===== src/sv/cpt_pkg.sv =====
package cpt_pkg;

    // Default sizes
    localparam int KEY_LIMIT_DEF   = 64;
    localparam int INDEX_CHARS_DEF = 32;

    // Results per input item, and the queue between the front and back parts
    localparam int MAX_RESULTS = 3;
    localparam int CNT_W       = $clog2(MAX_RESULTS + 1);
    localparam int QUEUE_DEPTH = 4;
    localparam int QPTR_W      = $clog2(QUEUE_DEPTH);
    localparam int QCNT_W      = $clog2(QUEUE_DEPTH + 1);

    // Token kinds
    localparam logic [2:0] TK_CHAR   = 3'd0;
    localparam logic [2:0] TK_KEYEND = 3'd1;
    localparam logic [2:0] TK_INDEX  = 3'd2;
    localparam logic [2:0] TK_WILD   = 3'd3;
    localparam logic [2:0] TK_END    = 3'd4;

    // Characters
    localparam logic [7:0] CH_NUL    = 8'h00;
    localparam logic [7:0] CH_TAB    = 8'h09;
    localparam logic [7:0] CH_SPACE  = 8'h20;
    localparam logic [7:0] CH_STAR   = 8'h2A;
    localparam logic [7:0] CH_PLUS   = 8'h2B;
    localparam logic [7:0] CH_MINUS  = 8'h2D;
    localparam logic [7:0] CH_DOT    = 8'h2E;
    localparam logic [7:0] CH_ZERO   = 8'h30;
    localparam logic [7:0] CH_NINE   = 8'h39;
    localparam logic [7:0] CH_UP_A   = 8'h41;
    localparam logic [7:0] CH_UP_Z   = 8'h5A;
    localparam logic [7:0] CH_LBRACK = 8'h5B;
    localparam logic [7:0] CH_RBRACK = 8'h5D;
    localparam logic [7:0] CH_UNDER  = 8'h5F;
    localparam logic [7:0] CH_LO_A   = 8'h61;
    localparam logic [7:0] CH_LO_Z   = 8'h7A;

    // Index magnitude limit, 2^31
    localparam logic [31:0] MAG_LIMIT = 32'h8000_0000;
    localparam logic [31:0] POS_MAX   = 32'h7FFF_FFFF;

    typedef struct packed {
        logic [7:0] ch;
        logic       last;
    } in_item_t;

    typedef struct packed {
        logic [2:0]         token_kind;
        logic [7:0]         key_char;
        logic signed [31:0] index_value;
        logic               status;
        logic [7:0]         segment_count;
        logic               last_of_run;
    } out_item_t;

    // One queue entry: the results of one input item
    typedef struct packed {
        logic [CNT_W-1:0]                cnt;
        out_item_t [MAX_RESULTS-1:0]     slot;
    } cmd_t;

    function automatic logic is_digit(input logic [7:0] c);
        return (c >= CH_ZERO) && (c <= CH_NINE);
    endfunction

    function automatic logic is_key_char(input logic [7:0] c);
        return (c == CH_UNDER) || (c == CH_MINUS) || is_digit(c) ||
               ((c >= CH_UP_A) && (c <= CH_UP_Z)) ||
               ((c >= CH_LO_A) && (c <= CH_LO_Z));
    endfunction

    function automatic logic is_blank(input logic [7:0] c);
        return (c == CH_SPACE) || (c == CH_TAB);
    endfunction

    function automatic out_item_t mk_item(input logic [2:0]  kind,
                                          input logic [7:0]  kc,
                                          input logic [31:0] idx,
                                          input logic        st,
                                          input logic [7:0]  seg);
        out_item_t r;
        r.token_kind    = kind;
        r.key_char      = kc;
        r.index_value   = $signed(idx);
        r.status        = st;
        r.segment_count = seg;
        r.last_of_run   = 1'b0;
        return r;
    endfunction

endpackage


===== src/sv/cpt_front.sv =====
module cpt_front
    import cpt_pkg::*;
#(
    parameter int KEY_LIMIT   = KEY_LIMIT_DEF,
    parameter int INDEX_CHARS = INDEX_CHARS_DEF
) (
    input  logic     clk,
    input  logic     rst_n,
    input  logic     char_valid,
    output logic     char_stall,
    input  in_item_t char_item,
    input  logic     q_full,
    output logic     push,
    output cmd_t     push_cmd
);

    localparam int KL_W = $clog2(KEY_LIMIT);
    localparam int IC_W = $clog2(INDEX_CHARS);
    localparam logic [KL_W-1:0] KL_MAX = KL_W'(KEY_LIMIT - 1);
    localparam logic [IC_W-1:0] IC_MAX = IC_W'(INDEX_CHARS - 1);

    typedef enum logic [2:0] {
        S_START,
        S_KEY,
        S_DOT,
        S_BRACKET,
        S_AFTER,
        S_FAIL
    } state_t;

    state_t          st_reg, st_next;
    logic [KL_W-1:0] kl_reg, kl_next;
    logic [31:0]     acc_reg, acc_next;
    logic            neg_reg, neg_next;
    logic [IC_W-1:0] ic_reg, ic_next;
    logic            wild_reg, wild_next;
    logic            sp_reg, sp_next;
    logic            err_reg, err_next;
    logic [7:0]      seg_reg, seg_next;

    logic            accept;
    logic [7:0]      c;
    logic [35:0]     prod;
    logic [31:0]     idx_val;
    logic [CNT_W-1:0] n;
    out_item_t       slots [0:MAX_RESULTS];

    assign char_stall = q_full;
    assign accept     = char_valid && !q_full;
    assign c          = char_item.ch;

    // accum * 10 + digit
    assign prod    = (36'(acc_reg) << 3) + (36'(acc_reg) << 1) + 36'(c[3:0]);
    assign idx_val = neg_reg ? (32'd0 - acc_reg) : (acc_reg[31] ? POS_MAX : acc_reg);

    always_comb
    begin
        st_next   = st_reg;
        kl_next   = kl_reg;
        acc_next  = acc_reg;
        neg_next  = neg_reg;
        ic_next   = ic_reg;
        wild_next = wild_reg;
        sp_next   = sp_reg;
        err_next  = err_reg;
        seg_next  = seg_reg;
        n         = '0;
        for (int i = 0; i <= MAX_RESULTS; i++)
        begin
            slots[i] = '0;
        end

        if (c != CH_NUL && !err_reg)
        begin
            case (st_reg)
                S_START, S_DOT:
                begin
                    if (c == CH_DOT)
                    begin
                        st_next = S_DOT;
                    end
                    else if (c == CH_LBRACK && st_reg == S_START)
                    begin
                        acc_next  = '0;
                        neg_next  = 1'b0;
                        ic_next   = '0;
                        wild_next = 1'b0;
                        sp_next   = 1'b0;
                        st_next   = S_BRACKET;
                    end
                    else if (is_key_char(c))
                    begin
                        sp_next = 1'b0;
                        kl_next = KL_W'(1);
                        slots[n] = mk_item(TK_CHAR, c, '0, 1'b0, seg_reg);
                        n = n + 1'b1;
                        st_next = S_KEY;
                    end
                    else if (!is_blank(c))
                    begin
                        st_next  = S_FAIL;
                        err_next = 1'b1;
                    end
                end
                S_KEY:
                begin
                    if (c == CH_DOT || c == CH_LBRACK)
                    begin
                        if (seg_next != 8'hFF)
                            seg_next = seg_next + 8'd1;
                        slots[n] = mk_item(TK_KEYEND, '0, '0, 1'b0, seg_next);
                        n = n + 1'b1;
                        kl_next = '0;
                        sp_next = 1'b0;
                        if (c == CH_DOT)
                        begin
                            st_next = S_DOT;
                        end
                        else
                        begin
                            acc_next  = '0;
                            neg_next  = 1'b0;
                            ic_next   = '0;
                            wild_next = 1'b0;
                            st_next   = S_BRACKET;
                        end
                    end
                    else if (is_key_char(c))
                    begin
                        if (sp_reg)
                        begin
                            st_next  = S_FAIL;
                            err_next = 1'b1;
                        end
                        else if (kl_reg < KL_MAX)
                        begin
                            kl_next = kl_reg + 1'b1;
                            slots[n] = mk_item(TK_CHAR, c, '0, 1'b0, seg_reg);
                            n = n + 1'b1;
                        end
                    end
                    else if (is_blank(c))
                    begin
                        if (kl_reg != '0)
                            sp_next = 1'b1;
                    end
                    else
                    begin
                        st_next  = S_FAIL;
                        err_next = 1'b1;
                    end
                end
                S_BRACKET:
                begin
                    if (is_digit(c))
                    begin
                        if (sp_reg)
                        begin
                            st_next  = S_FAIL;
                            err_next = 1'b1;
                        end
                        else if (ic_reg < IC_MAX)
                        begin
                            acc_next = (prod > 36'(MAG_LIMIT)) ? MAG_LIMIT : prod[31:0];
                            ic_next  = ic_reg + 1'b1;
                        end
                    end
                    else if (c == CH_RBRACK)
                    begin
                        // wildcard mixed with digits or a sign
                        if (wild_reg && ic_reg != '0)
                        begin
                            st_next  = S_FAIL;
                            err_next = 1'b1;
                        end
                        else
                        begin
                            if (seg_next != 8'hFF)
                                seg_next = seg_next + 8'd1;
                            if (wild_reg)
                                slots[n] = mk_item(TK_WILD, '0, '0, 1'b0, seg_next);
                            else
                                slots[n] = mk_item(TK_INDEX, '0, idx_val, 1'b0, seg_next);
                            n = n + 1'b1;
                            acc_next  = '0;
                            neg_next  = 1'b0;
                            ic_next   = '0;
                            wild_next = 1'b0;
                            sp_next   = 1'b0;
                            st_next   = S_AFTER;
                        end
                    end
                    else if (c == CH_STAR)
                    begin
                        wild_next = 1'b1;
                    end
                    else if (is_blank(c))
                    begin
                        if (ic_reg != '0)
                            sp_next = 1'b1;
                    end
                    else if ((c == CH_MINUS || c == CH_PLUS) && ic_reg == '0)
                    begin
                        neg_next = (c == CH_MINUS);
                        ic_next  = IC_W'(1);
                    end
                    else
                    begin
                        st_next  = S_FAIL;
                        err_next = 1'b1;
                    end
                end
                S_AFTER:
                begin
                    if (c == CH_DOT)
                    begin
                        st_next = S_DOT;
                    end
                    else if (!is_blank(c))
                    begin
                        st_next  = S_FAIL;
                        err_next = 1'b1;
                    end
                end
                default:
                begin
                end
            endcase
        end

        if (char_item.last)
        begin
            if (!err_next)
            begin
                if (st_next == S_KEY)
                begin
                    if (seg_next != 8'hFF)
                        seg_next = seg_next + 8'd1;
                    slots[n] = mk_item(TK_KEYEND, '0, '0, 1'b0, seg_next);
                    n = n + 1'b1;
                end
                else if (st_next == S_BRACKET)
                begin
                    // unclosed bracket
                    err_next = 1'b1;
                end
            end
            slots[n] = mk_item(TK_END, '0, '0, err_next, seg_next);
            n = n + 1'b1;
            st_next   = S_START;
            kl_next   = '0;
            acc_next  = '0;
            neg_next  = 1'b0;
            ic_next   = '0;
            wild_next = 1'b0;
            sp_next   = 1'b0;
            err_next  = 1'b0;
            seg_next  = '0;
        end

        push_cmd.cnt = n;
        for (int i = 0; i < MAX_RESULTS; i++)
        begin
            push_cmd.slot[i]             = slots[i];
            push_cmd.slot[i].last_of_run = (CNT_W'(i) == n - 1'b1);
        end
    end

    assign push = accept && (n != '0);

    always_ff @(posedge clk or negedge rst_n)
    begin
        if (!rst_n)
        begin
            st_reg   <= S_START;
            kl_reg   <= '0;
            acc_reg  <= '0;
            neg_reg  <= 1'b0;
            ic_reg   <= '0;
            wild_reg <= 1'b0;
            sp_reg   <= 1'b0;
            err_reg  <= 1'b0;
            seg_reg  <= '0;
        end
        else if (accept)
        begin
            st_reg   <= st_next;
            kl_reg   <= kl_next;
            acc_reg  <= acc_next;
            neg_reg  <= neg_next;
            ic_reg   <= ic_next;
            wild_reg <= wild_next;
            sp_reg   <= sp_next;
            err_reg  <= err_next;
            seg_reg  <= seg_next;
        end
    end

    a_fail_err: assert property (@(posedge clk) disable iff (!rst_n)
        (st_reg == S_FAIL) |-> err_reg)
        else $error("fail state without error flag");

    a_acc_limit: assert property (@(posedge clk) disable iff (!rst_n)
        acc_reg <= MAG_LIMIT)
        else $error("index magnitude past saturation limit");

endmodule


===== src/sv/cpt_queue.sv =====
module cpt_queue
    import cpt_pkg::*;
(
    input  logic clk,
    input  logic rst_n,
    input  logic wr_en,
    input  cmd_t wr_data,
    output logic full,
    input  logic rd_en,
    output cmd_t rd_data,
    output logic not_empty
);

    cmd_t              mem_reg [QUEUE_DEPTH];
    logic [QPTR_W-1:0] wr_ptr_reg, wr_ptr_next;
    logic [QPTR_W-1:0] rd_ptr_reg, rd_ptr_next;
    logic [QCNT_W-1:0] cnt_reg, cnt_next;

    assign full      = (cnt_reg == QCNT_W'(QUEUE_DEPTH));
    assign not_empty = (cnt_reg != '0);
    assign rd_data   = mem_reg[rd_ptr_reg];

    always_comb
    begin
        wr_ptr_next = wr_en ? wr_ptr_reg + 1'b1 : wr_ptr_reg;
        rd_ptr_next = rd_en ? rd_ptr_reg + 1'b1 : rd_ptr_reg;
        cnt_next    = cnt_reg + QCNT_W'(wr_en) - QCNT_W'(rd_en);
    end

    always_ff @(posedge clk)
    begin
        if (wr_en)
            mem_reg[wr_ptr_reg] <= wr_data;
    end

    always_ff @(posedge clk or negedge rst_n)
    begin
        if (!rst_n)
        begin
            wr_ptr_reg <= '0;
            rd_ptr_reg <= '0;
            cnt_reg    <= '0;
        end
        else
        begin
            wr_ptr_reg <= wr_ptr_next;
            rd_ptr_reg <= rd_ptr_next;
            cnt_reg    <= cnt_next;
        end
    end

    a_no_overflow: assert property (@(posedge clk) disable iff (!rst_n)
        !(wr_en && full))
        else $error("write into full queue");

    a_no_underflow: assert property (@(posedge clk) disable iff (!rst_n)
        !(rd_en && !not_empty))
        else $error("read from empty queue");

endmodule


===== src/sv/cpt_back.sv =====
module cpt_back
    import cpt_pkg::*;
(
    input  logic      clk,
    input  logic      rst_n,
    input  logic      head_valid,
    input  cmd_t      head,
    output logic      pop,
    output logic      token_valid,
    input  logic      token_stall,
    output out_item_t token_item
);

    logic [CNT_W-1:0] sub_reg, sub_next;
    logic             out_valid_reg, out_valid_next;
    out_item_t        out_reg, out_next;
    logic             load;
    logic             at_end;

    assign load   = head_valid && (!out_valid_reg || !token_stall);
    assign at_end = (sub_reg == head.cnt - 1'b1);
    assign pop    = load && at_end;

    always_comb
    begin
        sub_next       = sub_reg;
        out_next       = out_reg;
        out_valid_next = out_valid_reg && token_stall;
        if (load)
        begin
            out_next       = head.slot[sub_reg];
            out_valid_next = 1'b1;
            sub_next       = at_end ? '0 : sub_reg + 1'b1;
        end
    end

    always_ff @(posedge clk)
    begin
        out_reg <= out_next;
    end

    always_ff @(posedge clk or negedge rst_n)
    begin
        if (!rst_n)
        begin
            sub_reg       <= '0;
            out_valid_reg <= 1'b0;
        end
        else
        begin
            sub_reg       <= sub_next;
            out_valid_reg <= out_valid_next;
        end
    end

    assign token_valid = out_valid_reg;
    assign token_item  = out_reg;

    a_sub_range: assert property (@(posedge clk) disable iff (!rst_n)
        head_valid |-> (sub_reg < head.cnt))
        else $error("slot index past entry count");

    a_end_closes_run: assert property (@(posedge clk) disable iff (!rst_n)
        (out_valid_reg && out_reg.token_kind == TK_END) |-> out_reg.last_of_run)
        else $error("path end not marked last of run");

endmodule


===== src/sv/config_path_tokenizer.sv =====
// Configuration path tokenizer.
// Input channel (char_valid / char_stall / char_item): one path byte per item,
// char_item.last marks the final item of a path; a zero byte with last set is
// a bare end marker. Output channel (token_valid / token_stall / token_item):
// key characters, key ends, numeric or wildcard indexes and one path-end token
// carrying status and segment count. An item is moved on a rising edge with
// valid high and stall low.
// Each accepted item's results enter the queue on the accepting edge; the
// output register then loads them from the queue head when it is free.
// Throughput: one input item per cycle while each item yields at most one
// result and token_stall stays low; an item yielding k results (k up to 3)
// gives them out one per output token. The back end's single output register
// sets that rate; a 4-entry queue between parser and output absorbs bursts,
// and char_stall rises only when that queue is full.
// Reset clears the parser to its start state and empties the queue and the
// output register. While token_stall is high the current token is held and
// the queue fills; input keeps flowing until the queue is full.
module config_path_tokenizer
    import cpt_pkg::*;
#(
    parameter int KEY_LIMIT   = KEY_LIMIT_DEF,
    parameter int INDEX_CHARS = INDEX_CHARS_DEF
) (
    input  logic      clk,
    input  logic      rst_n,
    input  logic      char_valid,
    output logic      char_stall,
    input  in_item_t  char_item,
    output logic      token_valid,
    input  logic      token_stall,
    output out_item_t token_item
);

    // front -> queue
    logic q_full;
    logic push;
    cmd_t push_cmd;

    // queue -> back
    logic q_not_empty;
    logic pop;
    cmd_t head;

    cpt_front #(
        .KEY_LIMIT   (KEY_LIMIT),
        .INDEX_CHARS (INDEX_CHARS)
    ) u_front (
        .clk        (clk),
        .rst_n      (rst_n),
        .char_valid (char_valid),
        .char_stall (char_stall),
        .char_item  (char_item),
        .q_full     (q_full),
        .push       (push),
        .push_cmd   (push_cmd)
    );

    cpt_queue u_queue (
        .clk       (clk),
        .rst_n     (rst_n),
        .wr_en     (push),
        .wr_data   (push_cmd),
        .full      (q_full),
        .rd_en     (pop),
        .rd_data   (head),
        .not_empty (q_not_empty)
    );

    cpt_back u_back (
        .clk         (clk),
        .rst_n       (rst_n),
        .head_valid  (q_not_empty),
        .head        (head),
        .pop         (pop),
        .token_valid (token_valid),
        .token_stall (token_stall),
        .token_item  (token_item)
    );

endmodule


===== config.mk =====
export PLATFORM = sky130hd
export DESIGN_NAME = config_path_tokenizer
export DESIGN_NICKNAME = d
export VERILOG_FILES = /design/src/sv/cpt_pkg.sv /design/src/sv/cpt_front.sv /design/src/sv/cpt_queue.sv /design/src/sv/cpt_back.sv /design/src/sv/config_path_tokenizer.sv
export SDC_FILE = /design/constraint.sdc
export NUM_CORES = 1
export LEC_CHECK = 0
export BUFFER_PORTS_ARGS = -buffer_cell sky130_fd_sc_hd__buf_2
export CORE_AREA = 2 2 217 304
export DETAILED_ROUTE_END_ITERATION = 8
export DIE_AREA = 0 0 219 306
export PLACE_DENSITY = 0.74
export SLEW_MARGIN = 30
export SYNTH_ARGS = -nofsm -noshare
export SYNTH_HDL_FRONTEND = slang
export SYNTH_HIERARCHICAL = 1
export SYNTH_SLANG_ARGS = --single-unit

===== constraint.sdc =====
create_clock -name clk -period 7.9 [get_ports clk]
set_input_delay 0.79 -clock clk [delete_from_list [all_inputs] [get_ports clk]]
set_output_delay 0.79 -clock clk [all_outputs]
set_load 0.01 [all_outputs]

After elaboration in Yosys (flattened, before gate mapping)
Memories as Yosys holds them, arrays and structs flattened.
Index checks and enable logic that the tools add are counted.
- memories: 1
- logic and storage cells: 320
- bits of input ports: 13
- memory bits (writable): 644
- bits in latches: 0
- bits in registers: 121
- ROM bits: 0
- equal/unequal tests: 50
- reductions and logical operators: 44
- multipliers: 0
- magnitude comparators: 14
- muxes and demuxes: 173
- bitwise operators: 2
- div/mod/pow operators: 0
- add/sub/neg operators: 16
- shifts and indexed selects: 0
- memory list (memory ; words ; bits a word ; read ports ; clocked after memory_dff ; wr ports ; line ; text):
    u_queue.mem_reg ; 4 ; 161 ; 1 ; 0 ; 1 ; cpt_queue.sv:14 ; cmd_t mem_reg [QUEUE_DEPTH];
- operator list (kind ; number):
    2-to-1 mux 212 bit ; 4
    2-to-1 mux 53 bit ; 12
    bitwise mux 212 bit ; 2
    2-to-1 mux 32 bit ; 13
    demux 53 bit (select 2 bit) ; 2
    case mux 53 bit (3 select lines) ; 1
    2-to-1 mux 8 bit ; 14
    binary-select mux 53 bit (select 2 bit) ; 1
    2-to-1 mux 50 bit ; 2
    case mux 32 bit (3 select lines) ; 1
    2-to-1 mux 5 bit ; 14
    2-to-1 mux 1 bit ; 59
    2-to-1 mux 6 bit ; 9
    2-to-1 mux 51 bit ; 1
    2-to-1 mux 3 bit ; 15
    == test 8 x 6 -> 1 bit (second input constant) ; 5
    != test 4 x 2 -> 1 bit (second input constant) ; 10
    adder 35 x 33 -> 36 bit ; 1
    adder 36 x 4 -> 36 bit ; 1
    greater-than comparator 36 x 32 -> 1 bit (second input constant) ; 1
    subtractor 1 x 32 -> 32 bit (first input constant) ; 1
    2-to-1 mux 31 bit ; 1
    2-to-1 mux 2 bit ; 13
    AND reduction 13 bit ; 2
    other kinds (58) ; 114

Logic depth before layout (Yosys ltp)
- word-level depth: 21
- mapped depth: 18

By module
Netlist, hierarchy kept.
- modules (own cells, without submodules) (module ; seq. area each (um^2) ; area an instance (um^2) ; cells each ; times used):
    cpt_queue ; 19513.7 ; 23581.4 ; 875 ; 1
    cpt_front ; 1451.4 ; 8557.0 ; 1120 ; 1
    cpt_back ; 1666.6 ; 2967.8 ; 249 ; 1

Least setup slack after synthesis
No wires, ideal clock.
- path type: in2reg
- from: input port char_item[3] (netlist bit)
- to: memory u_queue/mem_reg[2][0] (netlist bit) (enable)
- data required time: 7.360 ns
- stages: 9
- buffers on the path: 2
- path slack: 0.779 ns
- arrival time: 6.581 ns
- library setup time: 0.540 ns
- cells stage by stage: clkbuf_1 -> clkbuf_1 -> o21ai_0 -> nand3_1 -> nand4_1 -> a21boi_1 -> o21ai_0 -> a21oi_1 -> and2_1
- cells in the longest elaborated chain, start to end: 20
- elaborated cells on any way between the ends: 78
- classes of those cells: 2 x add/sub; 6 x order compare; 10 x eq/ne; 44 x mux; 16 x reduce/logical
- ends and longest elaborated chain (item ; line ; text):
    start: declaration ; config_path_tokenizer.sv:28 ; input in_item_t char_item,
    >= comparator 8 x 6 -> 1 bit, or another cell as far along ; cpt_pkg.sv:64 ; return (c >= CH_ZERO) && (c <= CH_NINE);
    logical AND 1 bit, or another cell as far along ; cpt_pkg.sv:64 ;
    logical OR 1 bit or logical AND 1 bit (tied branches) ; cpt_pkg.sv:68, cpt_front.sv:202 ;
    logical OR 1 bit or 2-to-1 mux 3 bit (tied branches) ; cpt_pkg.sv:68, cpt_front.sv:202 ;
    logical OR 1 bit or 2-to-1 mux 3 bit (tied branches) ; cpt_pkg.sv:69, cpt_front.sv:197 ;
    2-to-1 mux 1 bit, or another cell as far along ; cpt_front.sv:91 ; else if (is_key_char(c))
    2-to-1 mux 2 bit, or another cell as far along ; cpt_front.sv:82 ; else if (c == CH_LBRACK && st_reg == S_START)
    2-to-1 mux 2 bit, or another cell as far along ; cpt_front.sv:78 ; if (c == CH_DOT)
    (+5 left out) ; n/a ;
    2-to-1 mux 2 bit ; cpt_front.sv:231 ; if (char_item.last)
    adder 2 x 1 -> 2 bit ; cpt_front.sv:249 ; n = n + 1'b1;
    2-to-1 mux 2 bit (*) ; cpt_front.sv:231 ;
    nonzero test 2 bit (*) ; cpt_front.sv:269 ; assign push = accept && (n != '0);
    logical AND 1 bit (*) ; cpt_front.sv:269 ;
    net push ; config_path_tokenizer.sv:36 ; logic push;
    2-to-1 mux 1 bit (*) ; cpt_queue.sv:32 ; if (wr_en)
    2-to-1 mux 1 bit (implied by the code) (*) ; cpt_queue.sv:33 ; mem_reg[wr_ptr_reg] <= wr_data;
    end: declaration ; cpt_queue.sv:14 ;
Mark *: on every way through the listed nets, which the timed path passes. The rest lies on a longest branch. The select of a mux whose other input is x is not followed.

==> results.txt <==
----------------------------------------------------
[Layout]
  Non-Filler Instances ... 3211
  Fill cell total of the finished layout ... ~4700
  Footprint of the multi-input gates ... ~0.011 mm^2
  Number of flip-flops under the largest register name ... ~640
  Nets ... 2408
  Area growth from synthesis to layout ... 9.57%
  Top library cells by usage in the layout, fill and taps aside ... 697 x edfxtp_1, 161 x mux4_2, 128 x nand2_1, 123 x nor2_1, 84 x conb_1
  Cell area after layout ... 0.0385 mm^2
  Most common library cell in the layout ignoring fill and taps ... edfxtp_1
  FF+latch area ... 0.0226 mm^2
  Layout cell share with drive strength beyond 1 ... roughly 18%
  Count of inserted antenna diode cells ... 0

[Clock tree]
  Worst-skew pair later-pin latency ... roughly 0.62 ns
  Worst-path clk slew ... 0.06 ns
  H-tree depth reported by CTS ... 3
  Number of clock sinks ... around 770
  Buffers inserted by post-CTS timing repair ... 0
  TritonCTS clock tree ... done
  Post-cts hold buffer count ... 0
  Clock buffer depth ... 3
  Clock root buffer master ... clkbuf_16
  Post-CTS resize count ... 0
  CTS Buf Count ... 74

[Die]
  Core box area ... between 0.06 and 0.07 mm^2
  Total Die Area ... approximately 0.067 mm^2
  Number of placed I/O pins ... 68
  Die boundary width ... roughly 220 um
  Floorplan row count ... between 100 and 150
  Die Ht ... between 300 and 400 um
  Initial cell density of the core ... between 50% and 60%

[Synth]
  Mapped Area ... 0.0351 mm^2
  Main synth FF type ... edfxtp_1
  Count of warnings emitted by yosys ... 6
  Register bit count reported by yosys ... 765
  FFs w/ async S/R, synth ... approximately 8.9%
  Count of distinct cell types in the synthesized netlist ... 96
  Gate Count Post-Synth ... ~2200
  Synthesized area per cell ... roughly 16 um^2
  Number of enable-type register cells in the synthesized netlist ... about 700
  Sequential element share of the synthesized area ... approximately 64%

[Pwr]
  Overall power of the completed layout ... between 10 and 15 mW
  Pwr Density ... between 300 and 400 mW/mm^2
  Part of the power in combinational logic ... between 20% and 30%
  Switch Pwr ... between 3 and 4 mW
  Clock network fraction of design power ... 29.5%
  Part of the power in registers ... 43.8%
  Leakage ... 13.4 nW
  Switching power share of the total ... a little under 30%
  Cell-internal power ... around 8.7 mW
  Max VDD drop ... between 300 and 400 uV

[Routing]
  Vias ... roughly 20000
  Vias/cell ... a little over 6
  Average routed wire per standard cell ... 23.5 um
  Remaining antenna violation count ... 0
  Drc violations ... 0
  Routed WL ... between 70000 and 80000 um
  DRT Pass-1 Iters ... 5
  DRT iter0 DRCs ... roughly 1700

[Timing]
  Final Setup Violations ... 0
  Worst rel slew slack ... a little under a third
  Unrepaired setup endpoints after global routing ... false
  Final Slew Violations ... 0
  Worst Clk Skew ... roughly 0.017 ns
  Min Clock Period, post-route ... ~6.5 ns
  Setup TNS after final layout ... 0 ns
  Final period utilization ... roughly 83%
  Final-report hold violation count ... 0
  Actual slew at the worst max-slew pin ... 1.02 ns
  Post-route setup slack ... between 1 and 1.5 ns
  Timing-limited maximum frequency ... around 150 MHz

[Run status]
  Outcome ... complete, no violations

[Worst setup path]
  CP Max Fanout ... 17
  Arrival time of the worst setup path ... 6.89 ns
  Critical path required time ... ~8.3 ns
  Setup crit start kind ... flip-flop
  Start-to-end type of the worst setup path ... flip-flop to flip-flop
  Type of element capturing the critical path ... flip-flop

[Placed design]
  Port Buf Inserts ... 67
  Post-placement setup slack ... 0.883 ns
  Final weighted congestion of routability-driven global placement ... 0.863
  Placed Area ... about 0.036 mm^2
  Detailed placement HPWL ... between 40000 and 50000 um
  Count of placed standard cells including taps ... 3075

[Global routing]
  Grt total ovfl ... 0
  Largest net degree at the start of global routing ... around 130
  Antenna violations before repair ... 2
  GRT Total Usage ... between 20% and 30%
  First-pass GRT wire length ... 119000 um
  Via count of the first global-routing pass ... around 21000

[Job]
  Number of violations of the max-capacitance limit ... 0

[Worst hold path]
  Class of the most critical hold timing path ... input pin to async pin

----------------------------------------------------
[routing by layer]
metal  wire [um]  vias up  global-route usage [%]
met5          18        -                       0
met4        1950        2                    7.56
met3        3840      127                    3.13
met2       39100      577                    40.3
met1       30400    10200                    30.2
li1            -     8867                       -
[power by group through the flow]
stage	clock, mW	combinational [mW]	sequential (mW)
4_1_cts	3.71	3.33	5.43
3_3_place_gp	0	3.26	5.47
3_5_place_dp	0	3.31	5.50
5_1_grt	3.86	3.57	5.48
6_report	3.65	3.29	5.42
2_1_floorplan	0	2.45	5.48
[worst paths after layout]
path / from / to / slack (ns) / cells past startpoint
min in group clk: token_stall / u_back/token_valid$_DFF_PN0_ / 0.43 / 2
hold / removal: rst_n / u_front/kl_reg[0]$_DFFE_PN0P_ / 0.09 / 1
hold reg to reg: u_back/token_valid$_DFF_PN0_ / u_back/token_valid$_DFF_PN0_ / 0.56 / 1
max in group asynchronous: rst_n / u_back/sub_reg[1]$_DFFE_PN0P_ / 6.76 / 2
setup reg to reg: u_front/ic_reg[0]$_DFFE_PN0P_ / u_queue/mem_reg[0][34]$_DFFE_PP_ / 1.36 / 18
setup / recovery: u_front/ic_reg[0]$_DFFE_PN0P_ / u_queue/mem_reg[0][34]$_DFFE_PP_ / 1.36 / 18
[per-stage QoR]
step | util (%) | hold WS (ns)
after CTS | 60.0 | 0.0780
after global placement | 55.9 | 0.510
after detailed placement | 56.0 | 0.548
after global routing | 60.0 | 0.113
final | 60.0 | 0.0867
after floorplan | - | 0.494
[worst max-delay path: stages (launching register included)]
cell,delay [ns]
dfrtp_1,0.41
inv_1,0.09
ha_1,0.15
nor4b_1,0.73
o211ai_1,0.25
o211a_1,0.31
o221a_2,0.28
o21ai_0,0.59
nor3_1,0.16
ha_1,0.31
and2_1,0.18
inv_1,0.11
ha_1,0.24
nand2_1,0.22
inv_1,0.21
a31oi_2,0.48
nand4b_2,0.65
buf_4,0.46
a211oi_1,0.43
[synthesized netlist by cell type, types with 6 or more instances]
cell | n | area [um^2]
o211ai_1 | 9 | 67.6
or4_1 | 6 | 45.0
buf_4 | 86 | 646
nand2_1 | 128 | 480
nor2_1 | 124 | 465
o21bai_1 | 7 | 52.6
dfrtp_1 | 68 | 1700
nand3_1 | 44 | 220
a21oi_1 | 68 | 340
nor2b_1 | 10 | 62.6
clkbuf_1 | 51 | 191
a32o_1 | 30 | 300
buf_2 | 20 | 100
o21ai_0 | 72 | 360
a211oi_1 | 43 | 323
inv_1 | 43 | 161
xnor2_1 | 34 | 298
ha_1 | 81 | 1010
buf_6 | 21 | 236
and3_1 | 14 | 87.6
xor2_1 | 34 | 298
nand4_1 | 10 | 62.6
nor4_1 | 14 | 87.6
o21ai_1 | 53 | 265
edfxtp_1 | 697 | 20900
a31oi_1 | 14 | 87.6
and2_1 | 22 | 138
or2_2 | 8 | 50.1
buf_8 | 6 | 90.1
nand2b_1 | 10 | 62.6
nor3_1 | 35 | 175
mux2i_1 | 62 | 621
a32oi_1 | 7 | 61.3
o31ai_1 | 11 | 82.6
a21o_1 | 17 | 128
or3_1 | 11 | 68.8
mux4_2 | 161 | 3630
[logic make-up (layout without fill, tap and decap cells)]
| logic type | after synthesis | count (layout) | synth area share, % |
|---|---|---|---|
| other | 1 | 84 | 0.0107 |
| XOR/XNOR | 68 | 68 | 1.70 |
| flip-flops | 765 | 765 | 64.5 |
| AND/OR/NAND/NOR | 468 | 468 | 6.65 |
| AO/OA/AOI/OAI | 400 | 400 | 7.82 |
| adder cells (fa/ha/maj) | 84 | 84 | 3.06 |
| multiplexers | 226 | 226 | 12.2 |
| buffers and inverters | 232 | 276 | 4.11 |
[area by class of cell]
type                            count  share of cell area (%)
Sequential cell                   765                    58.9
Multi-Input combinational cell   1330                    29.6
Clock buffer                       88                    5.24
Tap cell                          840                    2.73
Timing Repair Buffer               97                    1.75
Clock inverter                     48                    1.39
Inverter                           43                   0.420
(Power assumes the default switching activity.)
